`src/abp_pkg.sv`:
```
package abp_pkg;

    typedef enum logic [1:0] {
        FMT_XRGB32 = 2'd0,
        FMT_RGB24  = 2'd1,
        FMT_RGB555 = 2'd2,
        FMT_NONE   = 2'd3
    } t_dest_fmt;

    localparam int unsigned NUM_LANES = 3;

    localparam logic [31:0] RB_MASK    = 32'h00FF_00FF;
    localparam logic [31:0] G_MASK     = 32'h0000_FF00;
    localparam logic [31:0] TOP_MASK   = 32'hFF00_0000;

    typedef struct packed {
        logic mul_en;
        logic add_en;
    } t_lane_ctl;

endpackage

```
`src/abp_ifs.sv`:
```
interface abp_in_if;
    logic        valid;
    logic        ready;
    logic [31:0] src_pixel;
    logic [31:0] dst_word;

    modport source (output valid, output src_pixel, output dst_word, input ready);
    modport sink (input valid, input src_pixel, input dst_word, output ready);
endinterface

interface abp_out_if;
    logic        valid;
    logic        ready;
    logic [31:0] out_word;
    logic        written;

    modport source (output valid, output out_word, output written, input ready);
    modport sink (input valid, input out_word, input written, output ready);
endinterface

```
`src/abp_lane.sv`:
```
module abp_lane (
    input  logic                  i_clk,
    input  abp_pkg::t_lane_ctl    i_ctl,
    input  logic [31:0]           i_diff,
    input  logic [31:0]           i_dval,
    input  logic [8:0]            i_weight,
    output logic [31:0]           o_sum
);

    logic [31:0] r_prod;
    logic [31:0] r_dval;
    logic [31:0] r_sum;
    logic [31:0] n_prod;
    logic [31:0] n_sum;

    // The product wraps modulo 2^32, as the packed lanes rely on.
    always_comb begin
        n_prod = i_diff * {23'd0, i_weight};
        n_sum  = {8'd0, r_prod[31:8]} + r_dval;
    end

    always_ff @(posedge i_clk) begin
        if (i_ctl.mul_en) begin
            r_prod <= n_prod;
            r_dval <= i_dval;
        end
        if (i_ctl.add_en) begin
            r_sum <= n_sum;
        end
    end

    assign o_sum = r_sum;

endmodule

```
`src/alpha_blend_pixel_multiformat.sv`:
```
// Alpha blender for one framebuffer pixel per clock unless the output stalls.
// The input channel carries a source pixel (alpha 31-24, blue 23-16, green 15-8,
// red 7-0) and the current destination word; the output channel returns the
// blended destination word and a flag that is low when the format is unsupported,
// in which case the destination word comes back unchanged.
// The format register is written through i_cfg_we and i_cfg_data; the user must
// write it only while no pixel is in flight, as the block does not enforce this.
// Each pixel takes the format that stands when it is accepted. A pixel passes
// operand select and subtract, multiply by alpha plus one, add, then repacking
// into the output register. While the output does not stall, a new pixel may
// come in every cycle; throughput is set by the one multiplier per channel lane.
// Each stage holds its valid bit and advances when the stage after it is empty
// or advancing, so a stalled receiver holds the result in the output register
// while bubbles further up still fill; nothing is lost or repeated.
// A synchronous reset empties the pipeline and sets the format to 32-bit xRGB.
module alpha_blend_pixel_multiformat (
    input  logic             i_clk,
    input  logic             i_rst_n,
    input  logic             i_cfg_we,
    input  logic [1:0]       i_cfg_data,
    abp_in_if.sink           i_pix,
    abp_out_if.source        o_pix
);

    localparam int unsigned NL = abp_pkg::NUM_LANES;

    abp_pkg::t_dest_fmt r_fmt;

    logic en1, en2, en3, en4;
    logic r_v1, r_v2, r_v3, r_ov;

    logic [31:0] n_diff [NL];
    logic [31:0] n_dval [NL];
    logic [31:0] r1_diff [NL];
    logic [31:0] r1_dval [NL];
    logic [31:0] lane_sum [NL];
    logic [8:0]  r1_weight;

    abp_pkg::t_dest_fmt r1_fmt, r2_fmt, r3_fmt;
    logic [31:0] r1_dst, r2_dst, r3_dst;

    logic [31:0] r_out_word;
    logic        r_written;
    logic [31:0] n_out_word;
    logic        n_written;

    abp_pkg::t_lane_ctl lane_ctl;

    logic [31:0] src;
    logic [31:0] dst;
    logic [31:0] sx;
    logic [31:0] s_op [NL];

    always_comb begin
        en4 = !r_ov || o_pix.ready;
        en3 = !r_v3 || en4;
        en2 = !r_v2 || en3;
        en1 = !r_v1 || en2;
        lane_ctl.mul_en = en2;
        lane_ctl.add_en = en3;
    end

    assign i_pix.ready = en1;

    always_comb begin
        src = i_pix.src_pixel;
        dst = i_pix.dst_word;
        sx  = {8'd0, src[7:0], src[15:8], src[23:16]};
        for (int i = 0; i < NL; i++) begin
            s_op[i]   = '0;
            n_dval[i] = '0;
        end
        unique case (r_fmt)
            abp_pkg::FMT_XRGB32: begin
                s_op[0]   = sx & abp_pkg::RB_MASK;
                n_dval[0] = dst & abp_pkg::RB_MASK;
                s_op[1]   = sx & abp_pkg::G_MASK;
                n_dval[1] = dst & abp_pkg::G_MASK;
            end
            abp_pkg::FMT_RGB24: begin
                s_op[0]   = {24'd0, src[23:16]};
                n_dval[0] = {24'd0, dst[7:0]};
                s_op[1]   = {24'd0, src[15:8]};
                n_dval[1] = {24'd0, dst[15:8]};
                s_op[2]   = {24'd0, src[7:0]};
                n_dval[2] = {24'd0, dst[23:16]};
            end
            abp_pkg::FMT_RGB555: begin
                s_op[0]   = {24'd0, src[23:16]};
                n_dval[0] = {24'd0, dst[4:0], 3'd0};
                s_op[1]   = {24'd0, src[15:8]};
                n_dval[1] = {24'd0, dst[9:5], 3'd0};
                s_op[2]   = {24'd0, src[7:0]};
                n_dval[2] = {24'd0, dst[14:10], 3'd0};
            end
            default: begin
            end
        endcase
        for (int i = 0; i < NL; i++) begin
            n_diff[i] = s_op[i] - n_dval[i];
        end
    end

    always_ff @(posedge i_clk) begin
        if (!i_rst_n) begin
            r_fmt <= abp_pkg::FMT_XRGB32;
            r_v1  <= 1'b0;
            r_v2  <= 1'b0;
            r_v3  <= 1'b0;
            r_ov  <= 1'b0;
        end else begin
            if (i_cfg_we) begin
                r_fmt <= abp_pkg::t_dest_fmt'(i_cfg_data);
            end
            if (en1) begin
                r_v1 <= i_pix.valid;
            end
            if (en2) begin
                r_v2 <= r_v1;
            end
            if (en3) begin
                r_v3 <= r_v2;
            end
            if (en4) begin
                r_ov <= r_v3;
            end
        end
    end

    always_ff @(posedge i_clk) begin
        if (en1) begin
            for (int i = 0; i < NL; i++) begin
                r1_diff[i] <= n_diff[i];
                r1_dval[i] <= n_dval[i];
            end
            r1_weight <= {1'b0, src[31:24]} + 9'd1;
            r1_fmt    <= r_fmt;
            r1_dst    <= dst;
        end
        if (en2) begin
            r2_fmt <= r1_fmt;
            r2_dst <= r1_dst;
        end
        if (en3) begin
            r3_fmt <= r2_fmt;
            r3_dst <= r2_dst;
        end
        if (en4) begin
            r_out_word <= n_out_word;
            r_written  <= n_written;
        end
    end

    for (genvar g = 0; g < NL; g++) begin : g_lane
        abp_lane u_lane (
            .i_clk    (i_clk),
            .i_ctl    (lane_ctl),
            .i_diff   (r1_diff[g]),
            .i_dval   (r1_dval[g]),
            .i_weight (r1_weight),
            .o_sum    (lane_sum[g])
        );
    end

    always_comb begin
        n_out_word = r3_dst;
        n_written  = 1'b1;
        unique case (r3_fmt)
            abp_pkg::FMT_XRGB32: begin
                n_out_word = (lane_sum[0] & abp_pkg::RB_MASK)
                           | (lane_sum[1] & abp_pkg::G_MASK);
            end
            abp_pkg::FMT_RGB24: begin
                n_out_word = (r3_dst & abp_pkg::TOP_MASK)
                           | {8'd0, lane_sum[2][7:0], lane_sum[1][7:0], lane_sum[0][7:0]};
            end
            abp_pkg::FMT_RGB555: begin
                n_out_word = {r3_dst[31:16], 1'b0, lane_sum[2][7:3],
                              lane_sum[1][7:3], lane_sum[0][7:3]};
            end
            default: begin
                n_written = 1'b0;
            end
        endcase
    end

    assign o_pix.valid    = r_ov;
    assign o_pix.out_word = r_out_word;
    assign o_pix.written  = r_written;

endmodule

```
`src/flat_wrapper.sv`:
```
// flat-port wrapper written by rule: the top's interface ports become plain ports
module alpha_blend_pixel_multiformat_flat 
  (i_clk, i_rst_n, i_cfg_we, i_cfg_data, i_pix_valid, i_pix_src_pixel, i_pix_dst_word, i_pix_ready, o_pix_valid, o_pix_out_word, o_pix_written, o_pix_ready);
  abp_in_if i_pix_i ();
  abp_out_if o_pix_i ();
  input  logic i_clk;
  input  logic i_rst_n;
  input  logic i_cfg_we;
  input  logic [1:0] i_cfg_data;
  input wire logic [$bits(i_pix_i.valid)-1:0] i_pix_valid;
  input wire logic [$bits(i_pix_i.src_pixel)-1:0] i_pix_src_pixel;
  input wire logic [$bits(i_pix_i.dst_word)-1:0] i_pix_dst_word;
  output wire logic [$bits(i_pix_i.ready)-1:0] i_pix_ready;
  output wire logic [$bits(o_pix_i.valid)-1:0] o_pix_valid;
  output wire logic [$bits(o_pix_i.out_word)-1:0] o_pix_out_word;
  output wire logic [$bits(o_pix_i.written)-1:0] o_pix_written;
  input wire logic [$bits(o_pix_i.ready)-1:0] o_pix_ready;
  assign i_pix_i.valid = i_pix_valid;
  assign i_pix_i.src_pixel = i_pix_src_pixel;
  assign i_pix_i.dst_word = i_pix_dst_word;
  assign i_pix_ready = i_pix_i.ready;
  assign o_pix_valid = o_pix_i.valid;
  assign o_pix_out_word = o_pix_i.out_word;
  assign o_pix_written = o_pix_i.written;
  assign o_pix_i.ready = o_pix_ready;
  alpha_blend_pixel_multiformat u_core (.i_clk(i_clk), .i_rst_n(i_rst_n), .i_cfg_we(i_cfg_we), .i_cfg_data(i_cfg_data), .i_pix(i_pix_i), .o_pix(o_pix_i));
endmodule
```
`config.mk`:
```
export PLATFORM = sky130hd
export DESIGN_NAME = alpha_blend_pixel_multiformat_flat
export DESIGN_NICKNAME = d
export VERILOG_FILES = /design/src/abp_pkg.sv /design/src/abp_ifs.sv /design/src/abp_lane.sv /design/src/alpha_blend_pixel_multiformat.sv /design/src/flat_wrapper.sv
export SDC_FILE = /design/constraint.sdc
export NUM_CORES = 1
export LEC_CHECK = 0
export BUFFER_PORTS_ARGS = -buffer_cell sky130_fd_sc_hd__buf_2
export CAP_MARGIN = 5
export CORE_ASPECT_RATIO = 0.6
export CORE_MARGIN = 10
export CORE_UTILIZATION = 45
export CTS_BUF_LIST = sky130_fd_sc_hd__clkbuf_8 sky130_fd_sc_hd__clkbuf_16
export DETAILED_ROUTE_END_ITERATION = 10
export GPL_ROUTABILITY_DRIVEN = 0
export PLACE_DENSITY_LB_ADDON = 0.25
export SLEW_MARGIN = 20
export SYNTH_ARGS = -nofsm -noshare
export SYNTH_HDL_FRONTEND = slang
export SYNTH_HIERARCHICAL = 1
export SYNTH_SLANG_ARGS = --single-unit
```
`constraint.sdc`:
```
create_clock -name i_clk -period 8.4 [get_ports i_clk]
set_input_delay 0.84 -clock i_clk [delete_from_list [all_inputs] [get_ports i_clk]]
set_output_delay 0.84 -clock i_clk [all_outputs]
set_load 0.005 [all_outputs]
```
# [Word-level counts from Yosys, hierarchy flattened]
# Memories as Yosys holds them, arrays and structs flattened. A register that Yosys moved wholly into a read port is not among the register bits.
# Cells that the tools add are included.
[word_totals] register_bits=270 ram_bits=192 inputBits=71 out_inout_bits=35 word_cells=58 mem_count=2
[memory_table] name="u_core.r1_diff" depth=3 width=32 rd=3 rd_clocked_by_memory_dff=0 wr=3 line="alpha_blend_pixel_multiformat.sv:34" source="logic [31:0] r1_diff [NL];"
[memory_table] name="u_core.r1_dval" depth=3 width=32 rd=3 rd_clocked_by_memory_dff=3 wr=3 line="alpha_blend_pixel_multiformat.sv:35" source="logic [31:0] r1_dval [NL];"
[op_classes] n_addsub=7 n_mul=3 n_eq_ne=4 n_mux=8 bitwise_logic=2 n_reduce_logical=12
[op_table] cell="$pmux W56 S3" n=1
[op_table] cell="$pmux W56 S2" n=1
[op_table] cell="$pmux W32 S3" n=1
[op_table] cell="$mul A32 B9 Y16" n=1
[op_table] cell="$mul A32 B9 Y24" n=1
[op_table] cell="$mul A32 B9 Y32" n=1
[op_table] cell="$or A32 B24 Y32" n=1
[op_table] cell="$sub A32 B32 Y32" n=1
[op_table] cell="$sub A24 B24 Y25" n=1
[op_table] cell="$add A24 B24 Y24" n=1
[op_table] cell="$or A24 B16 Y24" n=1
[op_table] cell="$add A16 B16 Y16" n=1
[op_table] cell="$pmux W8 S2" n=1
[op_table] cell="$add A8 B1 Y9 const B" n=1
[op_table] cell="$sub A8 B8 Y9" n=1
[op_table] cell="$add A8 B8 Y8" n=1
[op_table] cell="$mux W8" n=1
[op_table] cell="$eq A2 B1 Y1 const B" n=2
[op_table] cell="$eq A2 B2 Y1 const B" n=2
[op_table] cell="$logic_not A1 Y1" n=4
[op_table] cell="$logic_not A2 Y1" n=2
[op_table] cell="$logic_or A1 B1 Y1" n=4
[op_table] cell="$mux W1" n=3
[op_table] cell="$reduce_or A3 Y1" n=1
[op_table] cell="$reduce_or A2 Y1" n=1

# [Longest topological paths before layout]
[logic_depth] depth_word=7 mapped_depth=19 ltp_nobuf=18

# [Cells and area by module]
# Netlist, hierarchy kept.
[by_module_without_submodules] mod="alpha_blend_pixel_multiformat" instances=1 cells_each=835 area_per_inst_um2=11702.5 seq_area_each_um2=7927.6
[by_module_without_submodules] mod="abp_lane at u_core.g_lane[2].u_lane" instances=1 cells_each=1089 area_per_inst_um2=11040.6 seq_area_each_um2=2642.5
[by_module_without_submodules] mod="abp_lane at u_core.g_lane[1].u_lane" instances=1 cells_each=1090 area_per_inst_um2=11018.1 seq_area_each_um2=2642.5
[by_module_without_submodules] mod="abp_lane at u_core.g_lane[0].u_lane" instances=1 cells_each=1071 area_per_inst_um2=10886.7 seq_area_each_um2=2642.5

# [Worst setup path before layout]
# OpenSTA, ideal clock, no wires.
[synth_path] path_kind="in2reg" from="input port o_pix_ready" to="register u_core.g_lane[0].u_lane.r_dval[0], read port of u_core.r1_dval, enable pin" arrival_ps=5035 required_time_ps=7846 setup_slack_ps=2811 stages=3 path_buffers=0 cell_sequence="nor2b_1 > and3_1 > inv_1"
[synth_via] elab_chain_cells=3
[synth_lines] element="start: declaration" line="flat_wrapper.sv:17" source="input wire logic [$bits(o_pix_i.ready)-1:0] o_pix_ready;"
[synth_lines] element="$logic_or A1 B1 Y1" line="alpha_blend_pixel_multiformat.sv:55" source="en4 = !r_ov || o_pix.ready;"
[synth_lines] element="$logic_or A1 B1 Y1" line="alpha_blend_pixel_multiformat.sv:56" source="en3 = !r_v3 || en4;"
[synth_lines] element="$logic_or A1 B1 Y1" line="alpha_blend_pixel_multiformat.sv:57" source="en2 = !r_v2 || en3;"
[synth_lines] element="named net u_core.en2" line="alpha_blend_pixel_multiformat.sv:29" source="logic en1, en2, en3, en4;"
[synth_lines] element="end: declaration" line="abp_lane.sv:11" source="logic [31:0] r_dval;"
# The timed path passes the listed nets, and every way through them passes these cells.
# A chain may end at the register's enable or synchronous reset.

# [Worst setup path in the final report]
[layout_path] from="register u_core.r1_weight[5]" to="register u_core.g_lane[1].u_lane.r_prod[20] (data pin)"
[layout_via] elab_chain_cells=1
[layout_lines] element="start: declaration" line="alpha_blend_pixel_multiformat.sv:37" source="logic [8:0] r1_weight;"
[layout_lines] element="start signal: assignment" line="alpha_blend_pixel_multiformat.sv:136" source="r1_weight <= {1'b0, src[31:24]} + 9'd1;"
[layout_lines] element="$mul A32 B9 Y24" line="abp_lane.sv:18" source="n_prod = i_diff * {23'd0, i_weight};"
[layout_lines] element="named net u_core.g_lane[1].u_lane.n_prod[20]" line="abp_lane.sv:13" source="logic [31:0] n_prod;"
[layout_lines] element="end signal: assignment" line="abp_lane.sv:24" source="r_prod <= n_prod;"
[layout_lines] element="end: declaration" line="abp_lane.sv:10" source="logic [31:0] r_prod;"
# The timed path passes the listed nets, and every way through them passes these cells.

==> reports/summary.txt <==
CTS
--------------------------------------------------------------------------------------------------------
Number of CTS-inserted buffers ............................................................           40
Clock root cell ........................................................................... sky130_fd_sc_hd__clkbuf_16
Clock latency on the worst-skew pair ......................................................      0.57 ns
Worst-case clock buffer depth .............................................................            3
Number of sinks on the clock net ..........................................................          395
Number of buffers added for setup after CTS ...............................................            0
Number of gates resized after CTS .........................................................            0
Hold_buf cts ..............................................................................            0
Post-CTS clock slew at the launch and capture registers of the worst setup and hold paths .      0.07 ns
CTS H-tree depth ..........................................................................            2
Clock tree from TritonCTS .................................................................        built

ROUTE
--------------------------------------------------------------------------------------------------------
Total detailed-routing wirelength .........................................................     84900 um
Via count of the routed design ............................................................        21100
Uppermost layer routed ....................................................................         met4
Count of routing violations after the opening detailed-route iteration ....................         1818
DRC errors left ...........................................................................            0
Met2 routed WL ............................................................................     30400 um
Total iterations of the first detailed-routing run ........................................            6
Met3 Wirelength ...........................................................................     12300 um
Number of nets still failing antenna checks after routing .................................            0
Average via count per standard cell .......................................................         5.25
Mean routed wirelength per cell ...........................................................      21.1 um
Routed metal-1 wire length ................................................................     41100 um

FINAL LAYOUT
--------------------------------------------------------------------------------------------------------
Fraction of final layout cells sized beyond drive strength 1 ..............................        7.87%
Number of nets in the layout ..............................................................         3655
Area growth from synthesis to final layout ................................................        9.14%

HOLD PATH
--------------------------------------------------------------------------------------------------------
Number of cells traversed by the worst hold path ..........................................            0
Hold crit path type ....................................................................... register to register
Worst-case hold path end point ............................................................ u_core/g_lane[2].u_lane/r_dval[2]$_DFFE_PP_
Launch instance of the worst min-delay path ............................................... u_core/r1_dval[0][58]$_DFFE_PP_

SETUP PATH
--------------------------------------------------------------------------------------------------------
Data arrival time at the worst-slack endpoint .............................................      6.19 ns
Critical register-to-register path endpoint ............................................... u_core/g_lane[1].u_lane/r_prod[20]$_DFFE_PP_
Worst r2r path cells ......................................................................           17
Worst reg2reg startpoint .................................................................. u_core/r1_weight[5]$_DFFE_PP_
Crit-path slowest cell .................................................................... sky130_fd_sc_hd__edfxtp_1
Critical path class ....................................................................... register to register
Startpoint class of the critical path .....................................................     register
Critical path endpoint category ...........................................................     register
Delay of the slowest cell on the worst path ...............................................      1.00 ns
Count of buffer and inverter cells on the critical path ...................................            3
Largest delay contributor family on the critical path .....................................  adder cells
Register-to-register path setup slack .....................................................      2.54 ns
CP Max Fanout .............................................................................           34
Cells along the critical path ............................................................. buf_4, and2_1, fa_1, fa_1, fa_1, inv_1, fa_1, inv_1, ha_1, and4_1, a32oi_1, and3_1, a21oi_1, nor3_1, o21bai_1, a21oi_1, xnor2_1
Critical Path Most Common Cell ............................................................ sky130_fd_sc_hd__fa_1
Required time of the worst setup path .....................................................      8.72 ns

PLACEMENT
--------------------------------------------------------------------------------------------------------
HPWL reported at the end of detailed placement ............................................     65600 um
Port bufs .................................................................................          105

JOB
--------------------------------------------------------------------------------------------------------
Maximum capacitance violations ............................................................            0

SYNTHESIS
--------------------------------------------------------------------------------------------------------
Synth Warn # ..............................................................................            6
Post-synthesis area per instance ..........................................................   11.0 sq um
Post-synth design cell area ............................................................... 0.0324 sq mm
Post-synthesis instance total .............................................................         2938

TIMING
--------------------------------------------------------------------------------------------------------
Final critical-path share of the clock period .............................................        69.8%
Final Hold Viols ..........................................................................            0
Aggregate negative setup slack ............................................................         0 ns
Fin. max-slew vios ........................................................................            0
Endpoints failing setup ...................................................................            0
Unrepaired setup endpoints after global routing ...........................................           no
Relative slew slack .......................................................................        30.4%
Min cycle time layout .....................................................................      5.86 ns
Achievable clock frequency ................................................................      171 MHz
Transition time of the tightest slew-check pin ............................................      1.04 ns
Setup skew after layout ...................................................................    0.0212 ns

FLOORPLANNING
--------------------------------------------------------------------------------------------------------
Standard cell core area ................................................................... 0.0715 sq mm
Initial Utilization .......................................................................        45.3%
Die Y-Extent ..............................................................................       228 um
Ports .....................................................................................          106
Die W .....................................................................................       366 um
Area enclosed by the die boundary ......................................................... 0.0835 sq mm
Std-Cell Rows .............................................................................           76

GLOBAL ROUTING
--------------------------------------------------------------------------------------------------------
Via count of the first global-routing pass ................................................        21600
Gr usage total ............................................................................        20.2%
Initial antenna violation count ...........................................................            1
Overflow left after global routing ........................................................            0
Maximum number of pins on one net before global-route repair ..............................           75
First-pass GRT wire length ................................................................    131000 um

OUTCOME
--------------------------------------------------------------------------------------------------------
Status .................................................................................... complete, no violations

-- flip-flops by register name, summed over array words and instances (netlist names), 32 cells and up --
signal	cells
u_core/o_pix.out_word	32
u_core/g_lane.u_lane/r_prod	48
u_core/r2_dst	32
u_core/g_lane.u_lane/o_sum	40
u_core/r1_dst	32
u_core/r1_dval	40
u_core/r1_diff	69
u_core/r3_dst	32
u_core/g_lane.u_lane/r_dval	48
-- area by class of cell --
class	count	area, sq um
fill	6420	36200
multi-input combinational	1942	18300
sequential	395	11800
inverter	511	1920
tap	975	1220
clock buffer	42	1040
timing repair buffer	126	691
clock inverter	32	332
antenna	1	2.50
-- per-stage QoR --
stage,hold WS [ns],instance area [sq um],util (%),setup slack [ns],cells
6_report,0.406,35300,49.4,2.54,4024
5_1_grt,0.418,35300,49.4,2.33,4023
4_1_cts,0.400,35300,49.4,2.48,4022
3_5_place_dp,0.405,34000,47.5,2.46,3948
3_3_place_gp,0.401,34000,47.5,2.62,3948
2_1_floorplan,0.400,32400,-,3.19,2945
-- routing by layer --
layer | vias up | global-route usage, %
met2 | 894 | 24.8
met5 | - | 0
met3 | 80 | 10.1
met1 | 10500 | 31.4
li1 | 9637 | -
met4 | 0 | 2.79
-- cells in the final DEF (no fill, tap or decap), types with 6 or more instances in the layout --
cell and count:
sky130_fd_sc_hd__a21o_1 40, sky130_fd_sc_hd__nand4_1 7, sky130_fd_sc_hd__clkinvlp_4 6, sky130_fd_sc_hd__a22o_1 7
sky130_fd_sc_hd__and3_1 11, sky130_fd_sc_hd__buf_4 20, sky130_fd_sc_hd__o311ai_0 6, sky130_fd_sc_hd__o21a_1 28
sky130_fd_sc_hd__dfxtp_1 6, sky130_fd_sc_hd__nor3_1 18, sky130_fd_sc_hd__conb_1 8, sky130_fd_sc_hd__nor2b_1 27
sky130_fd_sc_hd__buf_2 105, sky130_fd_sc_hd__ha_1 179, sky130_fd_sc_hd__mux2i_1 18, sky130_fd_sc_hd__a21oi_1 101
sky130_fd_sc_hd__or2_2 8, sky130_fd_sc_hd__o21bai_1 12, sky130_fd_sc_hd__and2_1 343, sky130_fd_sc_hd__nand2_1 314
sky130_fd_sc_hd__a22oi_1 9, sky130_fd_sc_hd__inv_1 518, sky130_fd_sc_hd__a31oi_1 10, sky130_fd_sc_hd__o31ai_1 6
sky130_fd_sc_hd__edfxtp_1 389, sky130_fd_sc_hd__nand2b_1 6, sky130_fd_sc_hd__o211ai_1 9, sky130_fd_sc_hd__xnor2_1 78
sky130_fd_sc_hd__xor2_1 30, sky130_fd_sc_hd__nand3_1 24, sky130_fd_sc_hd__fa_1 389, sky130_fd_sc_hd__and4_1 6
sky130_fd_sc_hd__nand4b_1 6, sky130_fd_sc_hd__o21ai_0 59, sky130_fd_sc_hd__a211oi_1 8, sky130_fd_sc_hd__o31a_1 7
sky130_fd_sc_hd__mux4_2 7, sky130_fd_sc_hd__clkbuf_16 41, sky130_fd_sc_hd__nor2_1 80
-- how the worst max path moves through the flow --
| stage | start | to | slack (ns) | cells after the start |
|---|---|---|---|---|
| global placement | u_core/r1_weight[1]$_DFFE_PP_ | u_core/g_lane[1].u_lane/r_prod[20]$_DFFE_PP_ | 2.62 | 18 |
| finish | u_core/r1_weight[5]$_DFFE_PP_ | u_core/g_lane[1].u_lane/r_prod[20]$_DFFE_PP_ | 2.54 | 17 |
| global route | u_core/r1_weight[4]$_DFFE_PP_ | u_core/g_lane[1].u_lane/r_prod[20]$_DFFE_PP_ | 2.33 | 18 |
| floorplan | u_core/r1_weight[1]$_DFFE_PP_ | u_core/g_lane[0].u_lane/r_prod[27]$_DFFE_PP_ | 3.19 | 19 |
| detailed placement | u_core/r1_weight[1]$_DFFE_PP_ | u_core/g_lane[1].u_lane/r_prod[20]$_DFFE_PP_ | 2.46 | 18 |
| CTS | u_core/r1_weight[1]$_DFFE_PP_ | u_core/g_lane[1].u_lane/r_prod[20]$_DFFE_PP_ | 2.48 | 18 |
Power is left out: the tool's default activity adds up to more than one toggle a clock period on the data nets, which glitch-free logic cannot reach.
